--- src/rtl/core/b64u_pkg.sv ---
// ----------------------------------------------------------------------------
// b64u_pkg
// Shared types, constants and the character table of the base64url encoder.
// ----------------------------------------------------------------------------
`default_nettype none

package b64u_pkg;

    // position within a three-byte group
    typedef enum logic [1:0] {
        PH_0 = 2'd0,
        PH_1 = 2'd1,
        PH_2 = 2'd2
    } t_phase;

    localparam logic [7:0] PAD_CHAR = 8'h3D;

    // register byte addresses
    localparam logic [2:0] ADDR_PAD_ENABLE = 3'd0;

    // job queue between front and back
    localparam int Q_DEPTH = 2;
    localparam int Q_AW    = $clog2(Q_DEPTH);
    localparam int Q_CW    = $clog2(Q_DEPTH + 1);

    // one job: the characters caused by one input beat
    typedef struct packed {
        logic [3:0][7:0] chars;
        logic [1:0]      cnt_m1;
        logic            msg_end;
    } t_job;

    // read side of the job queue
    typedef struct packed {
        logic valid;
        t_job job;
    } t_q_rd;

    // 6-bit symbol to base64url character
    function automatic logic [7:0] b64u_char(input logic [5:0] v);
        logic [7:0] w;
        logic [7:0] c;
        w = {2'b00, v};
        if (v < 6'd26) begin
            c = 8'h41 + w;
        end else if (v < 6'd52) begin
            c = 8'h47 + w;
        end else if (v < 6'd62) begin
            c = w - 8'd4;
        end else if (v == 6'd62) begin
            c = 8'h2D;
        end else begin
            c = 8'h5F;
        end
        return c;
    endfunction

endpackage

`default_nettype wire

--- src/rtl/core/b64u_front.sv ---
// ----------------------------------------------------------------------------
// b64u_front
// Accepts input bytes, tracks the group phase and builds one job per byte.
// ----------------------------------------------------------------------------
`default_nettype none

module b64u_front
    import b64u_pkg::*;
(
    input  wire logic       i_clk,
    input  wire logic       i_rst_n,
    input  wire logic       i_pad_enable,
    input  wire logic       i_tvalid,
    output logic            o_tready,
    input  wire logic [7:0] i_tdata,
    input  wire logic       i_tlast,
    input  wire logic       i_full,
    output logic            o_push,
    output t_job            o_job
);

    t_phase     r_phase, n_phase;
    logic [3:0] r_left,  n_left;

    assign o_tready = !i_full;
    assign o_push   = i_tvalid && !i_full;

    // next state
    always_comb begin
        n_phase = r_phase;
        n_left  = r_left;
        if (o_push) begin
            unique case (r_phase)
                PH_1: begin
                    n_phase = PH_2;
                    n_left  = i_tdata[3:0];
                end
                PH_2: begin
                    n_phase = PH_0;
                    n_left  = 4'd0;
                end
                default: begin
                    n_phase = PH_1;
                    n_left  = {2'b00, i_tdata[1:0]};
                end
            endcase
            if (i_tlast) begin
                n_phase = PH_0;
                n_left  = 4'd0;
            end
        end
    end

    // job contents
    always_comb begin
        o_job.chars   = {4{PAD_CHAR}};
        o_job.cnt_m1  = 2'd0;
        o_job.msg_end = i_tlast;
        unique case (r_phase)
            PH_1: begin
                o_job.chars[0] = b64u_char({r_left[1:0], i_tdata[7:4]});
                o_job.chars[1] = b64u_char({i_tdata[3:0], 2'b00});
                if (i_tlast) begin
                    o_job.cnt_m1 = i_pad_enable ? 2'd2 : 2'd1;
                end
            end
            PH_2: begin
                o_job.chars[0] = b64u_char({r_left, i_tdata[7:6]});
                o_job.chars[1] = b64u_char(i_tdata[5:0]);
                o_job.cnt_m1   = 2'd1;
            end
            default: begin
                o_job.chars[0] = b64u_char(i_tdata[7:2]);
                o_job.chars[1] = b64u_char({i_tdata[1:0], 4'b0000});
                if (i_tlast) begin
                    o_job.cnt_m1 = i_pad_enable ? 2'd3 : 2'd1;
                end
            end
        endcase
    end

    always_ff @(posedge i_clk) begin
        if (!i_rst_n) begin
            r_phase <= PH_0;
            r_left  <= 4'd0;
        end else begin
            r_phase <= n_phase;
            r_left  <= n_left;
        end
    end

endmodule

`default_nettype wire

--- src/rtl/core/b64u_queue.sv ---
// ----------------------------------------------------------------------------
// b64u_queue
// Two-entry job queue that decouples the front from the back.
// ----------------------------------------------------------------------------
`default_nettype none

module b64u_queue
    import b64u_pkg::*;
(
    input  wire logic i_clk,
    input  wire logic i_rst_n,
    input  wire logic i_push,
    input  t_job      i_job,
    output logic      o_full,
    input  wire logic i_pop,
    output t_q_rd     o_rd
);

    t_job              r_mem [Q_DEPTH];
    logic [Q_AW-1:0]   r_wr_ptr;
    logic [Q_AW-1:0]   r_rd_ptr;
    logic [Q_CW-1:0]   r_cnt;

    assign o_full     = (r_cnt == Q_CW'(Q_DEPTH));
    assign o_rd.valid = (r_cnt != '0);
    assign o_rd.job   = r_mem[r_rd_ptr];

    always_ff @(posedge i_clk) begin
        if (i_push) begin
            r_mem[r_wr_ptr] <= i_job;
        end
    end

    always_ff @(posedge i_clk) begin
        if (!i_rst_n) begin
            r_wr_ptr <= '0;
            r_rd_ptr <= '0;
            r_cnt    <= '0;
        end else begin
            if (i_push) begin
                r_wr_ptr <= (r_wr_ptr == Q_AW'(Q_DEPTH - 1)) ? '0 : r_wr_ptr + 1'b1;
            end
            if (i_pop) begin
                r_rd_ptr <= (r_rd_ptr == Q_AW'(Q_DEPTH - 1)) ? '0 : r_rd_ptr + 1'b1;
            end
            if (i_push && !i_pop) begin
                r_cnt <= r_cnt + 1'b1;
            end else if (i_pop && !i_push) begin
                r_cnt <= r_cnt - 1'b1;
            end
        end
    end

endmodule

`default_nettype wire

--- src/rtl/core/b64u_back.sv ---
// ----------------------------------------------------------------------------
// b64u_back
// Walks each job's characters into the output register, one per cycle unless the output stalls.
// ----------------------------------------------------------------------------
`default_nettype none

module b64u_back
    import b64u_pkg::*;
(
    input  wire logic i_clk,
    input  wire logic i_rst_n,
    input  t_q_rd     i_q,
    output logic      o_pop,
    output logic      o_tvalid,
    input  wire logic i_tready,
    output logic [7:0] o_tdata,
    output logic      o_tlast,
    output logic      o_tuser
);

    t_job       r_job;
    logic       r_busy, n_busy;
    logic [1:0] r_idx,  n_idx;
    logic       r_tvalid;
    logic [7:0] r_tdata;
    logic       r_tlast;
    logic       r_tuser;

    logic out_free;
    logic emit;
    logic fin;
    logic load;

    assign out_free = !r_tvalid || i_tready;
    assign emit     = r_busy && out_free;
    assign fin      = emit && (r_idx == r_job.cnt_m1);
    assign load     = (!r_busy || fin) && i_q.valid;
    assign o_pop    = load;

    always_comb begin
        n_busy = r_busy;
        n_idx  = r_idx;
        if (load) begin
            n_busy = 1'b1;
            n_idx  = 2'd0;
        end else if (fin) begin
            n_busy = 1'b0;
        end else if (emit) begin
            n_idx = r_idx + 2'd1;
        end
    end

    always_ff @(posedge i_clk) begin
        if (!i_rst_n) begin
            r_busy   <= 1'b0;
            r_idx    <= 2'd0;
            r_tvalid <= 1'b0;
        end else begin
            r_busy <= n_busy;
            r_idx  <= n_idx;
            if (out_free) begin
                r_tvalid <= emit;
            end
        end
    end

    always_ff @(posedge i_clk) begin
        if (load) begin
            r_job <= i_q.job;
        end
        if (emit) begin
            r_tdata <= r_job.chars[r_idx];
            r_tlast <= (r_idx == r_job.cnt_m1);
            r_tuser <= (r_idx == r_job.cnt_m1) && r_job.msg_end;
        end
    end

    assign o_tvalid = r_tvalid;
    assign o_tdata  = r_tdata;
    assign o_tlast  = r_tlast;
    assign o_tuser  = r_tuser;

`ifndef SYNTH
    a_idx_in_job: assert property (@(posedge i_clk) disable iff (!i_rst_n)
        r_busy |-> (r_idx <= r_job.cnt_m1))
        else $error("character index past end of job");

    a_pop_nonempty: assert property (@(posedge i_clk) disable iff (!i_rst_n)
        o_pop |-> i_q.valid)
        else $error("pop from empty job queue");

    a_emit_shows: assert property (@(posedge i_clk) disable iff (!i_rst_n)
        emit |=> o_tvalid)
        else $error("emitted character not presented");
`endif

endmodule

`default_nettype wire

--- src/rtl/core/base64url_encoder_core.sv ---
// ----------------------------------------------------------------------------
// base64url_encoder_core
// Byte stream to base64url characters, optional '=' padding on short groups.
// ----------------------------------------------------------------------------
//
//  channel   dir  handshake                fields
//  s_axis    in   s_axis_tvalid/tready     tdata=data_byte, tlast=last_byte
//  m_axis    out  m_axis_tvalid/tready     tdata=out_char, tlast=run_last,
//                                          tuser=message_end
//  apb       in   psel/penable/pwrite      0x0: pad_enable (bit 0)
//
//  each input beat becomes one job of 1 to 4 characters; the back sequencer
//  sends one character per cycle unless the output stalls (one character for
//  the first and middle bytes of a full group, two for the last)
//  a two-entry job queue lets the front keep taking beats while the output
//  stalls; the front stalls only when that queue is full
//  reset is synchronous, active low; no clearing pass is needed
//
`default_nettype none

module base64url_encoder_core
    import b64u_pkg::*;
(
    input  wire logic        i_clk,
    input  wire logic        i_rst_n,
    // input stream
    input  wire logic        s_axis_tvalid,
    output logic             s_axis_tready,
    input  wire logic [7:0]  s_axis_tdata,   // [7:0] data_byte
    input  wire logic        s_axis_tlast,   // last_byte
    // output stream
    output logic             m_axis_tvalid,
    input  wire logic        m_axis_tready,
    output logic [7:0]       m_axis_tdata,   // [7:0] out_char
    output logic             m_axis_tlast,   // run_last
    output logic             m_axis_tuser,   // [0] message_end
    // configuration
    input  wire logic        psel,
    input  wire logic        penable,
    input  wire logic        pwrite,
    input  wire logic [2:0]  paddr,
    input  wire logic [31:0] pwdata,
    output logic [31:0]      prdata,
    output logic             pready
);

    logic  r_pad_enable;
    logic  q_push;
    logic  q_full;
    logic  q_pop;
    t_job  q_job;
    t_q_rd q_rd;

    // configuration register, written on the access cycle
    assign pready = 1'b1;
    assign prdata = (paddr == ADDR_PAD_ENABLE) ? {31'd0, r_pad_enable} : 32'd0;

    always_ff @(posedge i_clk) begin
        if (!i_rst_n) begin
            r_pad_enable <= 1'b0;
        end else if (psel && penable && pwrite && pready
                     && (paddr == ADDR_PAD_ENABLE)) begin
            r_pad_enable <= pwdata[0];
        end
    end

    // front: phase tracking and job build
    b64u_front u_front (
        .i_clk        (i_clk),
        .i_rst_n      (i_rst_n),
        .i_pad_enable (r_pad_enable),
        .i_tvalid     (s_axis_tvalid),
        .o_tready     (s_axis_tready),
        .i_tdata      (s_axis_tdata),
        .i_tlast      (s_axis_tlast),
        .i_full       (q_full),
        .o_push       (q_push),
        .o_job        (q_job)
    );

    // job queue between the two halves
    b64u_queue u_queue (
        .i_clk   (i_clk),
        .i_rst_n (i_rst_n),
        .i_push  (q_push),
        .i_job   (q_job),
        .o_full  (q_full),
        .i_pop   (q_pop),
        .o_rd    (q_rd)
    );

    // back: one character per cycle, unless the output stalls, into the output register
    b64u_back u_back (
        .i_clk    (i_clk),
        .i_rst_n  (i_rst_n),
        .i_q      (q_rd),
        .o_pop    (q_pop),
        .o_tvalid (m_axis_tvalid),
        .i_tready (m_axis_tready),
        .o_tdata  (m_axis_tdata),
        .o_tlast  (m_axis_tlast),
        .o_tuser  (m_axis_tuser)
    );

endmodule

`default_nettype wire

--- config.mk ---
export PLATFORM = sky130hd
export DESIGN_NAME = base64url_encoder_core
export DESIGN_NICKNAME = d
export VERILOG_FILES = /design/src/rtl/core/b64u_pkg.sv /design/src/rtl/core/b64u_front.sv /design/src/rtl/core/b64u_queue.sv /design/src/rtl/core/b64u_back.sv /design/src/rtl/core/base64url_encoder_core.sv
export SDC_FILE = /design/constraint.sdc
export NUM_CORES = 1
export LEC_CHECK = 0
export BUFFER_PORTS_ARGS = -buffer_cell sky130_fd_sc_hd__buf_2
export CORE_AREA = 2 2 96 98
export DETAILED_ROUTE_END_ITERATION = 16
export DIE_AREA = 0 0 98 100
export HOLD_SLACK_MARGIN = 0.03
export PLACE_DENSITY = 0.85
export SLEW_MARGIN = 20
export SYNTH_ARGS = -nofsm -noshare
export SYNTH_HDL_FRONTEND = slang
export SYNTH_SLANG_ARGS = --single-unit
--- constraint.sdc ---
create_clock -name i_clk -period 3.9 [get_ports i_clk]
set_input_delay 0.195 -clock i_clk [delete_from_list [all_inputs] [get_ports i_clk]]
set_output_delay 0.195 -clock i_clk [all_outputs]
set_load 0.03 [all_outputs]
# Word level (Yosys, flattened, before mapping)
# Memory sizes are Yosys's and may differ from the RTL's. A register that Yosys moved wholly into a read port is not among the register bits.
# Index checks and enable logic that the tools add are counted.
# op_classes
bitwise	2
magnitude_cmp	19
n_mux	42
add_sub_neg	23
reduce_logical	23
eq_ne	8
# ops
cell	n
$mux W8	19
$add A7 B6 Y8 const A	12
$lt A6 B6 Y1 const B	12
$sub A6 B3 Y7 const B	6
$lt A6 B5 Y1 const B	6
$pmux W18 S2	1
$mux W7	4
$eq A6 B6 Y1 const B	4
$bmux W8 S2	1
$mux W2	7
$logic_and A1 B1 Y1	10
$pmux W4 S2	1
$mux W1	7
$reduce_bool A2 Y1	3
$logic_not A1 Y1	5
$add A2 B1 Y2 const B	2
$eq A2 B2 Y1 const B	2
$mux W4	1
$pmux W2 S2	1
$logic_not A3 Y1	1
$lt A2 B3 Y1 const B	1
$add A1 B1 Y1 const B	2
$eq A2 B1 Y1 const B	1
$eq A2 B2 Y1	1
5 further kinds	7
# totals
inputBits	51
ramBits	38
wordCells	132
memories	1
ff_bits	41
# mem_list
memory	words	word_bits	rd	rd_ports_with_merged_regs	write_ports	line_no	rtl
u_queue.r_mem	2	19	1	1	1	b64u_queue.sv:19	t_job r_mem [Q_DEPTH];

# Longest topological paths before layout
# Gate-level depths: netlist (run 1).
# depth
word_depth	9
mapped_depth	10
depth_no_buf	8

# Cells and area by module
# Synthesis (run 1) repeated with hierarchy kept, for this count alone.
# unflattened
cells_unflattened	623
area_unflattened_um2	7303.3
# by_module_without_submodules
module	cells_per_inst	n_inst	area_each_um2
b64u_queue	131	1	2756.4
b64u_front	373	1	2418.6
b64u_back	78	1	1819.2
base64url_encoder_core	41	1	309.0

# Worst setup path after synthesis (run 1)
# Ideal clock, no wire load.
# synth_path
path_kind	register to register
start	register u_queue.r_cnt[0]
end	memory u_queue.r_mem[0][0] in the netlist's numbering (enable)
t_arrival_ns	1.940
path_stages_with_launch	5
path_buffers	1
path_slack_ns	1.564
t_required_ns	3.504
path_cell_list	dfxtp_1 > nand2b_1 > nand2_1 > clkbuf_1 > nor2_1
# synth_via
elab_chain_cells	5
# synth_lines
item	line_no	rtl
start, declared	b64u_queue.sv:22	logic [Q_CW-1:0] r_cnt;
start signal, assigned	b64u_queue.sv:47	r_cnt <= r_cnt + 1'b1;
start signal, assigned	b64u_queue.sv:49	r_cnt <= r_cnt - 1'b1;
$eq A2 B2 Y1	b64u_queue.sv:24	assign o_full = (r_cnt == Q_CW'(Q_DEPTH));
$logic_not A1 Y1	n/a	
net s_axis_tready	base64url_encoder_core.sv:28	output logic s_axis_tready,
$logic_and A1 B1 Y1	b64u_front.sv:26	assign o_push = i_tvalid && !i_full;
$mux W1	b64u_queue.sv:29	if (i_push) begin
$mux W1 (not written as such)	b64u_queue.sv:30	r_mem[r_wr_ptr] <= i_job;
end, declared	b64u_queue.sv:19	
# The timed path passes the listed nets, and every way through them passes these cells.

==> results of run 1 <==
worst register-to-register path: stages, from the launching register on:
cell and delay [ns]:
dfxtp_1 0.55, inv_1 0.18, ha_1 0.26, a21oi_2 0.18, nand2_1 0.24, nor3_1 0.32, o21ai_0 0.15, a221oi_1 0.39
a31oi_1 0.14
cell usage after synthesis, types with 7 or more instances:
cell type and instances:
a211o_1 9, a211oi_1 7, a21oi_1 26, a31oi_1 7, and2_1 7, buf_4 37
clkbuf_1 17, dfxtp_1 15, edfxtp_1 67, ha_1 24, inv_1 20, mux2_2 19
nand2_1 41, nand2b_1 9, nand3_1 17, nor2_1 28, nor2b_1 22, nor3_1 14
o21ai_0 31, xnor2_1 18
final cells by class:
class / count / area share (%)
clock buffer: 15 / 4.32
clock inverter: 1 / 0.540
timing repair buffer: 35 / 3.28
multi-input combinational: 397 / 46.4
tap: 111 / 2.50
inverter: 21 / 1.42
sequential: 82 / 41.5
sequential cells by signal, indices dropped and copies added (netlist names):
signal,cells
r_pad_enable,1
u_queue.r_cnt,2
u_back.r_busy,1
u_queue.r_wr_ptr,1
u_back.r_idx,2
u_front.r_phase,2
u_queue.r_mem,38
u_back.o_tvalid,1
u_back.o_tlast,1
u_back.o_tuser,1
u_back.o_tdata,8
u_front.r_left,4
u_queue.r_rd_ptr,1
u_back.r_job,19
kinds of logic (layout without fill, tap and decap cells):
logic type / after synthesis / in the layout / share of synthesized area (%)
buffers and inverters: 83 / 72 / 8.89
adders and majority gates: 24 / 24 / 5.72
DFF: 82 / 82 / 44.1
and+or+nand+nor: 162 / 162 / 15.5
muxes: 25 / 25 / 5.22
xor gates and xnor gates: 20 / 20 / 3.34
other: 2 / 32 / 0.143
AOI/OAI and AO/OA: 134 / 134 / 17.1
routing by layer:
layer,wire length [µm],vias up,part of all wire [%]
met3,691,20,6.2
met5,0,-,0
li1,-,1907,-
met1,4710,1831,42
met2,5600,163,50
met4,208,0,1.9
final timing paths:
kind | cells after the start | end | from
max | 8 | u_queue.r_mem[1][9]$_DFFE_PP_ | u_front.r_left[1]$_SDFFE_PN0P_
min | 3 | r_pad_enable$_SDFFE_PN0P_ | pwdata[0]
max reg2reg | 8 | u_queue.r_mem[1][9]$_DFFE_PP_ | u_front.r_left[1]$_SDFFE_PN0P_
min reg2reg | 1 | u_back.o_tvalid$_SDFFE_PN0N_ | u_back.r_busy$_SDFFE_PN0P_
metrics by stage:
stage,power (W),setup slack [ns]
5_1_grt,0.00322,1.01
4_1_cts,0.00308,1.26
3_3_place_gp,0.00228,1.27
6_report,0.00306,1.19
2_1_floorplan,0.00213,1.56
3_5_place_dp,0.00232,1.22
power breakdown:
part	internal (W)	switching [W]
combinational	0.000345	0.000563
clock	0.000465	0.000289
sequential	0.00127	0.000129
==> metrics.md, run 1 <==
| Metric | Value |
|---|---|
| Worst path cell trace | `inv_1 > ha_1 > a21oi_2 > nand2_1 > nor3_1 > o21ai_0 > a221oi_1 > a31oi_1` |
| Final layout net count | `621` |
| Dominant synthesized flop cell | `edfxtp_1` |
| Total wire length after detailed routing | `11200 µm` |
| Boundary pin count | `96` |
| Die outline area | `9800 µm²` |
| Post-synthesis average cell area | `9.87 µm²` |
| Proportion of layout cells with a drive suffix above 1 | `13.6%` |
| Total iterations of the first detailed-routing run | `5` |
| Number of max-slew violations in the final report | `0` |
| Skew final | `0.0103 ns` |
| Total via count in the routed design | `3921` |
| Share of the synthesized area in the top cell type | `38.3%` |
| Max FO, Critical Path | `10` |
| Commonest non-fill, non-tap cells in the layout | `67 x edfxtp_1, 41 x nand2_1, 32 x conb_1, 32 x buf_2, 31 x o21ai_0` |
| Share of synthesized area occupied by flip-flops and latches | `44.1%` |
| Hold-fix buffers, CTS | `0` |
| Final weighted congestion in routability-driven placement | `0.966` |
| Top cell type by total area after synthesis | `edfxtp_1` |
| Initial drt markers | `412` |
| Number of core rows | `35` |
| Measured slew at the worst slew-check pin | `0.879 ns` |
| Placed cell areas | `5300 µm²` |
| Number of vias per cell after detailed routing | `5.92` |
| Chip height | `100 µm` |
| Maximum number of pins on one net before global-route repair | `29` |
| Summed area of non-filler cells in the final layout | `5570 µm²` |
| Leakage dissipation | `2.11 nW` |
| Met1 track demand over resource in global routing | `29.3%` |
| Required @ worst endpoint | `3.94 ns` |
| Fraction of registers with async set/reset | `0%` |
| Via count of the first global-routing pass | `3651` |
| IR Drop Worst-Case VDD | `0.271 mV` |
| Setup Crit Path Kind | `flop to flop` |
| Number of filler instances in the final layout | `709` |
| EDFF count, synth | `67` |
| Crit path DAT | `2.75 ns` |
| Core box area | `8890 µm²` |
| Hold Vio Cnt, Final | `0` |
| Number of diodes | `0` |
| Clock Sink Count | `82` |
| Pwr per Cell Area | `551 nW/µm²` |
| Startpoint type of the worst setup path | `flop` |
| R2R setup slack | `1.19 ns` |
| Global Route met2 Usage | `39.2%` |
| Synthesis Warnings | `0` |
| Starting Density | `59.0%` |
| Worst hold-check slack | `0.107 ns` |
| Max incr delay on CP | `0.55 ns` |
| Setup repair after global routing missed its margin | `false` |
| Number of cells produced by synthesis | `532` |
| CTS Buffer Depth | `2` |
| Post-route core utilization | `62.6%` |
| Initial antenna violation count | `0` |
| Overall routing resource usage | `22.8%` |
| Wire length of the first global-routing pass | `18000 µm` |
| Number of buffers added for setup after CTS | `0` |
| Final total negative setup slack | `0 ns` |
| Final critical-path required period | `2.71 ns` |
| Detailed-placement wirelength estimate | `7870 µm` |
| Count of endpoints failing setup in the final report | `0` |
| Slew headroom | `41.3%` |
| Area added between synthesis and finish | `6.03%` |
| Clock latency at the later pin of the worst-skew pair | `0.34 ns` |
| Number of clock buffers inserted by TritonCTS | `9` |
| Post-synthesis instance area | `5250 µm²` |
| CP endpoint kind | `flop` |
| TritonCTS clock tree | `yes` |
| Synth cell types | `55` |
| Number of buffers added on ports | `32` |
| Most congested layer reported by global routing | `met2` |
| Outcome | `finished, final reports clean` |
| Multi-input gate area | `2580 µm²` |
| Aggregate global routing overflow | `0` |
| Post-route non-filler standard cell count | `662` |
| Buffer type at the clock tree root | `clkbuf_8` |
| Register area | `2310 µm²` |
| Total DRC errors in the routed layout | `0` |
| Count of state elements after synthesis | `82` |
| Max Freq | `0.369 GHz` |
| CP bufs+invs | `1` |
| Number of maximum-capacitance constraint violations | `0` |
| Share of the clock period used by the worst path after layout | `69.4%` |
| Average detailed-routed wire length per instance | `16.9 µm` |
| Gate family responsible for the most delay along the worst path | `compound AO/OA/AOI/OAI gates` |
| Cts repair resizes | `0` |
| Level count of the clock H-tree | `3` |
| Hold crit path type | `input port to flop` |
| Cell count after placement | `646` |
| Clk slew on worst S/H paths | `0.09 ns` |
| Grt met3 use | `3.90%` |
| Area contributors post-synth | `edfxtp_1 38%, dfxtp_1 5.7%, ha_1 5.7%` |
| Cell with the largest stage delay on the worst path | `dfxtp_1` |
| Commonest non-fill, non-tap cell in the layout | `edfxtp_1` |
| Die W | `98 µm` |
| Remaining antenna violation count after routing | `0` |
Power figures use the tool's default switching activity.
==> run 2, diff against run 1 <==
Settings changed: CORE_AREA 2 2 96 98 to 2 2 99 101, DIE_AREA 0 0 98 100 to 0 0 101 103, PLACE_DENSITY 0.85 to 0.81.
Clock period 3.9 ns to 2.59 ns, I/O delays scaled along.
==> metrics.md, run 2 (synthesis gave the netlist of run 1 again) <==
| Metric | Value |
|---|---|
| Clk slew on worst S/H paths | `0.07 ns (-0.02 ns)` |
| Worst R2R End | `u_queue.r_mem[1][7]$_DFFE_PP_` |
| Maximum number of pins on one net before global-route repair | `25 (-14%)` |
| Overall routing resource usage | `22.6% (-0.20 points)` |
| CP bufs+invs | `1 (unchanged)` |
| Initial drt markers | `249 (-40%)` |
| Max FO, Critical Path | `10 (unchanged)` |
| Number of buffers added on ports | `32 (unchanged)` |
| Hold Vio Cnt, Final | `0 (unchanged)` |
| Detailed-placement wirelength estimate | `8100 µm (+2.9%)` |
| Gate family responsible for the most delay along the worst path | `compound AO/OA/AOI/OAI gates` |
| Cell with the largest stage delay on the worst path | `dfxtp_1` |
| Crit path DAT | `2.40 ns (-0.35 ns)` |
| Level count of the clock H-tree | `3 (unchanged)` |
| Chip height | `103 µm (+3.0%)` |
| Number of vias per cell after detailed routing | `5.91 (-0.16%)` |
| Final weighted congestion in routability-driven placement | `0.984 (+1.8%)` |
| Buffer type at the clock tree root | `clkbuf_8` |
| CTS Buffer Depth | `2 (unchanged)` |
| Area added between synthesis and finish | `7.18%` |
| Remaining antenna violation count after routing | `0 (unchanged)` |
| Leakage dissipation | `2.16 nW (+2.5%)` |
| CP endpoint kind | `flop` |
| Core box area | `9460 µm² (+6.4%)` |
| Startpoint type of the worst setup path | `flop` |
| Clock latency at the later pin of the worst-skew pair | `0.34 ns (about the same)` |
| Total iterations of the first detailed-routing run | `5 (unchanged)` |
| Clock Sink Count | `82 (unchanged)` |
| Max FFs per register | `38 (unchanged)` |
| Setup repair after global routing missed its margin | `false` |
| Boundary pin count | `96 (unchanged)` |
| Final total negative setup slack | `0 ns (unchanged)` |
| Initial antenna violation count | `0 (unchanged)` |
| Commonest non-fill, non-tap cell in the layout | `edfxtp_1` |
| IR Drop Worst-Case VDD | `0.415 mV (+53%)` |
| Required @ worst endpoint | `2.64 ns (-1.30 ns)` |
| End of the worst hold path | `r_pad_enable$_SDFFE_PN0P_` |
| Slew headroom | `42.8% (+1.5 points)` |
| Startpoint of the worst hold path | `pwdata[0]` |
| Final layout net count | `640 (+3.1%)` |
| Total wire length after detailed routing | `11200 µm (about the same)` |
| Setup Crit Path Kind | `flop to flop` |
| Max Freq | `0.425 GHz (+15%)` |
| Starting Density | `55.5% (-3.6 points)` |
| Max incr delay on CP | `0.46 ns (-0.09 ns)` |
| Die outline area | `10400 µm² (+6.2%)` |
| Measured slew at the worst slew-check pin | `0.857 ns (-0.0218 ns)` |
| Startpoint of the worst register-to-register path | `u_front.r_left[0]$_SDFFE_PN0P_` |
| Average detailed-routed wire length per instance | `16.4 µm (-3.3%)` |
| Number of clock buffers inserted by TritonCTS | `9 (unchanged)` |
| Post-route core utilization | `59.5% (-3.1 points)` |
| Number of core rows | `36 (+2.9%)` |
| Pwr per Cell Area | `775 nW/µm² (+41%)` |
| Share of the clock period used by the worst path after layout | `90.9% (+21 points)` |
| Hold crit path type | `input port to flop` |
| Skew final | `0.00608 ns (-0.00420 ns)` |
| Number of buffers added for setup after CTS | `0 (unchanged)` |
| Cts repair resizes | `0 (unchanged)` |
| Proportion of layout cells with a drive suffix above 1 | `16.1% (+2.5 points)` |
| Number of max-slew violations in the final report | `0 (unchanged)` |
| Number of diodes | `0 (unchanged)` |
| Die W | `101 µm (+3.1%)` |
| Wire length of the first global-routing pass | `18200 µm (+0.84%)` |
| Count of cells along the worst register-to-register path | `6 (-2)` |
| Worst path cell trace | `inv_1 > ha_1 > nand3b_1 > a211o_1 > a31oi_1 > a32oi_1` |
| Number of maximum-capacitance constraint violations | `0 (unchanged)` |
| R2R setup slack | `0.24 ns (-0.96 ns)` |
| Largest register by flop count | `u_queue.r_mem` |
| Total DRC errors in the routed layout | `0 (unchanged)` |
| Via count of the first global-routing pass | `3740 (+2.4%)` |
| Count of endpoints failing setup in the final report | `0 (unchanged)` |
| Commonest non-fill, non-tap cells in the layout | `67 x edfxtp_1, 41 x nand2_1, 32 x conb_1, 32 x buf_2, 31 x o21ai_0` |
| Total via count in the routed design | `4045 (+3.2%)` |
| Outcome | `finished, final reports clean` |
| Number of filler instances in the final layout | `795 (+12%)` |
| Hold depth | `3 (unchanged)` |
| Final critical-path required period | `2.35 ns (-0.353 ns)` |
| Hold-fix buffers, CTS | `0 (unchanged)` |
| TritonCTS clock tree | `yes` |
| Aggregate global routing overflow | `0 (unchanged)` |
run 2: where the power goes:
part,internal [W],switching (W)
Combinational,0.000566,0.000876
Clock,0.000433,0.000415
Sequential,0.00191,0.000158
run 2: routing by layer:
layer  global-route usage [%]  wire length [µm]  vias up
li1                         -                 -     1944
met1                     28.4              4560     1892
met2                     38.1              5560      184
met3                     4.41               792       25
met4                     10.5               289        0
met5                        0                 0        -
run 2: how the worst max path moves through the flow:
stage,from,endpoint,slack (ns),depth (start not counted)
finish,u_front.r_left[0]$_SDFFE_PN0P_,u_queue.r_mem[1][7]$_DFFE_PP_,0.24,6
floorplan,u_queue.r_cnt[0]$_SDFFE_PN0P_,u_queue.r_mem[0][0]$_DFFE_PP_,0.25,4
global route,u_back.r_idx[1]$_SDFFE_PP0P_,u_queue.r_cnt[1]$_SDFFE_PN0P_,0.04,7
CTS,u_back.r_idx[1]$_SDFFE_PP0P_,u_queue.r_cnt[1]$_SDFFE_PN0P_,0.26,7
detailed placement,u_back.r_idx[1]$_SDFFE_PP0P_,u_queue.r_cnt[1]$_SDFFE_PN0P_,0.27,7
global placement,s_axis_tdata[7],u_queue.r_mem[0][8]$_DFFE_PP_,0.34,8
run 2: worst register-to-register path: cells and delay by family (launching register included):
kind	cells	cell delay [ns]
compound gates	3	0.82
simple gates	1	0.38
fa+ha+maj	1	0.26
buf+inv	1	0.14
flops	1	0.46
run 2: layout make-up:
| type | instances | area (µm²) | area share (%) |
|---|---|---|---|
| clock buffers | 9 | 124 | 2.20 |
| inverters | 21 | 78.8 | 1.40 |
| multi-input cells | 397 | 2580 | 45.9 |
| flip-flops and latches | 82 | 2310 | 41.1 |
| clock inverters | 7 | 60.1 | 1.07 |
| well taps | 114 | 143 | 2.54 |
| repair buffers | 54 | 325 | 5.78 |
run 2: per-stage QoR:
step                      hold slack (ns)  instance area (µm²)  std cells  total power (W)  setup WS (ns)
after floorplan                     0.228                 5360        562          0.00320          0.254
after global placement              0.389                 5440        668          0.00349          0.339
after detailed placement            0.417                 5440        668          0.00354          0.267
after CTS                          0.0379                 5630        684          0.00440          0.256
after global routing               0.0502                 5630        684          0.00462         0.0369
final                              0.0624                 5630        684          0.00436          0.235
==> run 3, diff against run 2 <==
Settings changed: RECOVER_POWER set to 25.
==> metrics.md, run 3 (synthesis gave the netlist of run 1 again) <==
| Metric | Value |
|---|---|
| Outcome | `finished, final reports clean` |
| Starting Density | `55.5% (unchanged)` |
| Setup repair after global routing missed its margin | `false` |
| Number of buffers added on ports | `32 (unchanged)` |
| Max incr delay on CP | `0.46 ns (about the same)` |
| Setup Crit Path Kind | `flop to flop` |
| Die outline area | `10400 µm² (unchanged)` |
| Number of clock buffers inserted by TritonCTS | `9 (unchanged)` |
| Number of maximum-capacitance constraint violations | `0 (unchanged)` |
| Post-route non-filler standard cell count | `684 (unchanged)` |
| Crit path DAT | `2.40 ns (about the same)` |
| Post-route setup slack | `0.239 ns (+0.00406 ns)` |
| Slew headroom | `42.7% (-0.12 points)` |
| Number of diodes | `0 (unchanged)` |
| CP endpoint kind | `flop` |
| Total DRC errors in the routed layout | `0 (unchanged)` |
| Die W | `101 µm (unchanged)` |
| Boundary pin count | `96 (unchanged)` |
| Final weighted congestion in routability-driven placement | `0.984 (unchanged)` |
| Aggregate global routing overflow | `0 (unchanged)` |
| Average detailed-routed wire length per instance | `16.4 µm (-0.11%)` |
| Skew final | `0.00564 ns (-0.000446 ns)` |
| Pwr per Cell Area | `774 nW/µm² (-0.21%)` |
| Number of max-slew violations in the final report | `0 (unchanged)` |
| Initial drt markers | `249 (unchanged)` |
| Leakage dissipation | `2.12 nW (-2.2%)` |
| Clock latency at the later pin of the worst-skew pair | `0.34 ns (about the same)` |
| Wire length of the first global-routing pass | `18200 µm (unchanged)` |
| Number of buffers added for setup after CTS | `0 (unchanged)` |
| Placement-stage worst setup slack | `0.267 ns (unchanged)` |
| Overall routing resource usage | `22.6% (unchanged)` |
| Max FO, Critical Path | `10 (unchanged)` |
| Area added between synthesis and finish | `6.70%` |
| Remaining antenna violation count after routing | `0 (unchanged)` |
| Gate family responsible for the most delay along the worst path | `compound AO/OA/AOI/OAI gates` |
| Startpoint type of the worst setup path | `flop` |
| Cts repair resizes | `0 (unchanged)` |
| CTS Buffer Depth | `2 (unchanged)` |
| Total wire length after detailed routing | `11200 µm (-0.11%)` |
| Cell with the largest stage delay on the worst path | `dfxtp_1` |
| Final total negative setup slack | `0 ns (unchanged)` |
| Clk slew on worst S/H paths | `0.07 ns (about the same)` |
| Max Freq | `0.425 GHz (+0.17%)` |
| Chip height | `103 µm (unchanged)` |
| Hold Vio Cnt, Final | `0 (unchanged)` |
| Number of vias per cell after detailed routing | `5.94 (+0.37%)` |
| Share of the clock period used by the worst path after layout | `90.8% (-0.16 points)` |
| Hold crit path type | `input port to flop` |
| Measured slew at the worst slew-check pin | `0.859 ns (+0.00185 ns)` |
| Commonest non-fill, non-tap cell in the layout | `edfxtp_1` |
| Via count of the first global-routing pass | `3740 (unchanged)` |
| Level count of the clock H-tree | `3 (unchanged)` |
| Final layout net count | `640 (unchanged)` |
| Initial antenna violation count | `0 (unchanged)` |
| Proportion of layout cells with a drive suffix above 1 | `13.3% (-2.8 points)` |
| Buffer type at the clock tree root | `clkbuf_8` |
| CP bufs+invs | `1 (unchanged)` |
| TritonCTS clock tree | `yes` |
| Max FFs per register | `38 (unchanged)` |
| Hold-fix buffers, CTS | `0 (unchanged)` |
| Worst path cell trace | `inv_1 > ha_1 > nand3b_1 > a211o_1 > a31oi_1 > a32oi_1` |
| Total via count in the routed design | `4060 (+0.37%)` |
| Cell count after placement | `668 (unchanged)` |
| Commonest non-fill, non-tap cells in the layout | `67 x edfxtp_1, 41 x nand2_1, 32 x conb_1` |
| Maximum number of pins on one net before global-route repair | `25 (unchanged)` |
| Clock Sink Count | `82 (unchanged)` |
| Count of endpoints failing setup in the final report | `0 (unchanged)` |
| Required @ worst endpoint | `2.64 ns (about the same)` |
| Number of core rows | `36 (unchanged)` |
| Largest register by flop count | `u_queue.r_mem` |
| Detailed-placement wirelength estimate | `8100 µm (unchanged)` |
| Core box area | `9460 µm² (unchanged)` |
| Tot Pwr | `0.00433 W (-0.65%)` |
| IR Drop Worst-Case VDD | `0.415 mV (about the same)` |
| Total iterations of the first detailed-routing run | `5 (unchanged)` |
| Final critical-path required period | `2.35 ns (-0.00406 ns)` |
[run 3: cell count changes in the layout (fill, tap and decap cells not counted)]
cell	previous run	this run
buf_2	32	18
buf_4	22	20
clkbuf_1	0	16
[run 3: report_power, final]
group          total (W)  internal [W]  leakage, nW  switching, W
sequential       0.00208       0.00191        0.748      0.000160
combinational    0.00141      0.000534         1.27      0.000876
clock           0.000848      0.000433       0.0939      0.000415
[run 3: routing by layer]
metal  part of all wire [%]  global-route usage [%]  up-vias  wire, µm
met5                      0                       0        -         0
met4                    2.6                    10.5        0       288
met3                    7.2                    4.41       25       801
met2                     49                    38.1      193      5520
met1                     41                    28.4     1898      4580
li1                       -                       -     1944         -
[run 3: cell type report]
type,instances,area [µm²]
Clock buffer,9,124
Clock inverter,7,60.1
Fill cell,807,3860
Inverter,21,78.8
Multi-Input combinational cell,397,2580
Sequential cell,82,2310
Tap cell,114,143
Timing Repair Buffer,54,300
[run 3: tightest hold or removal path: stages]
cell and delay (ns):
buf_2 0.08, mux2i_1 0.05, nor2b_1 0.11
[run 3: path summary, 6_finish.rpt]
check	from	to	slack, ns	depth (start not counted)
max	u_front.r_left[0]$_SDFFE_PN0P_	u_queue.r_mem[1][7]$_DFFE_PP_	0.24	6
min	pwdata[0]	r_pad_enable$_SDFFE_PN0P_	0.06	3
max reg2reg	u_front.r_left[0]$_SDFFE_PN0P_	u_queue.r_mem[1][7]$_DFFE_PP_	0.24	6
min reg2reg	u_back.r_busy$_SDFFE_PN0P_	u_back.o_tvalid$_SDFFE_PN0N_	0.48	1
[run 3: through the flow]
step                instance area, µm²  hold slack (ns)  utilization, %
detailed placement                5440            0.417            57.5
finish                            5600           0.0622            59.2
CTS                               5630           0.0379            59.5
global route                      5600           0.0502            59.2
floorplan                         5360            0.228               -
global placement                  5440            0.389            57.5
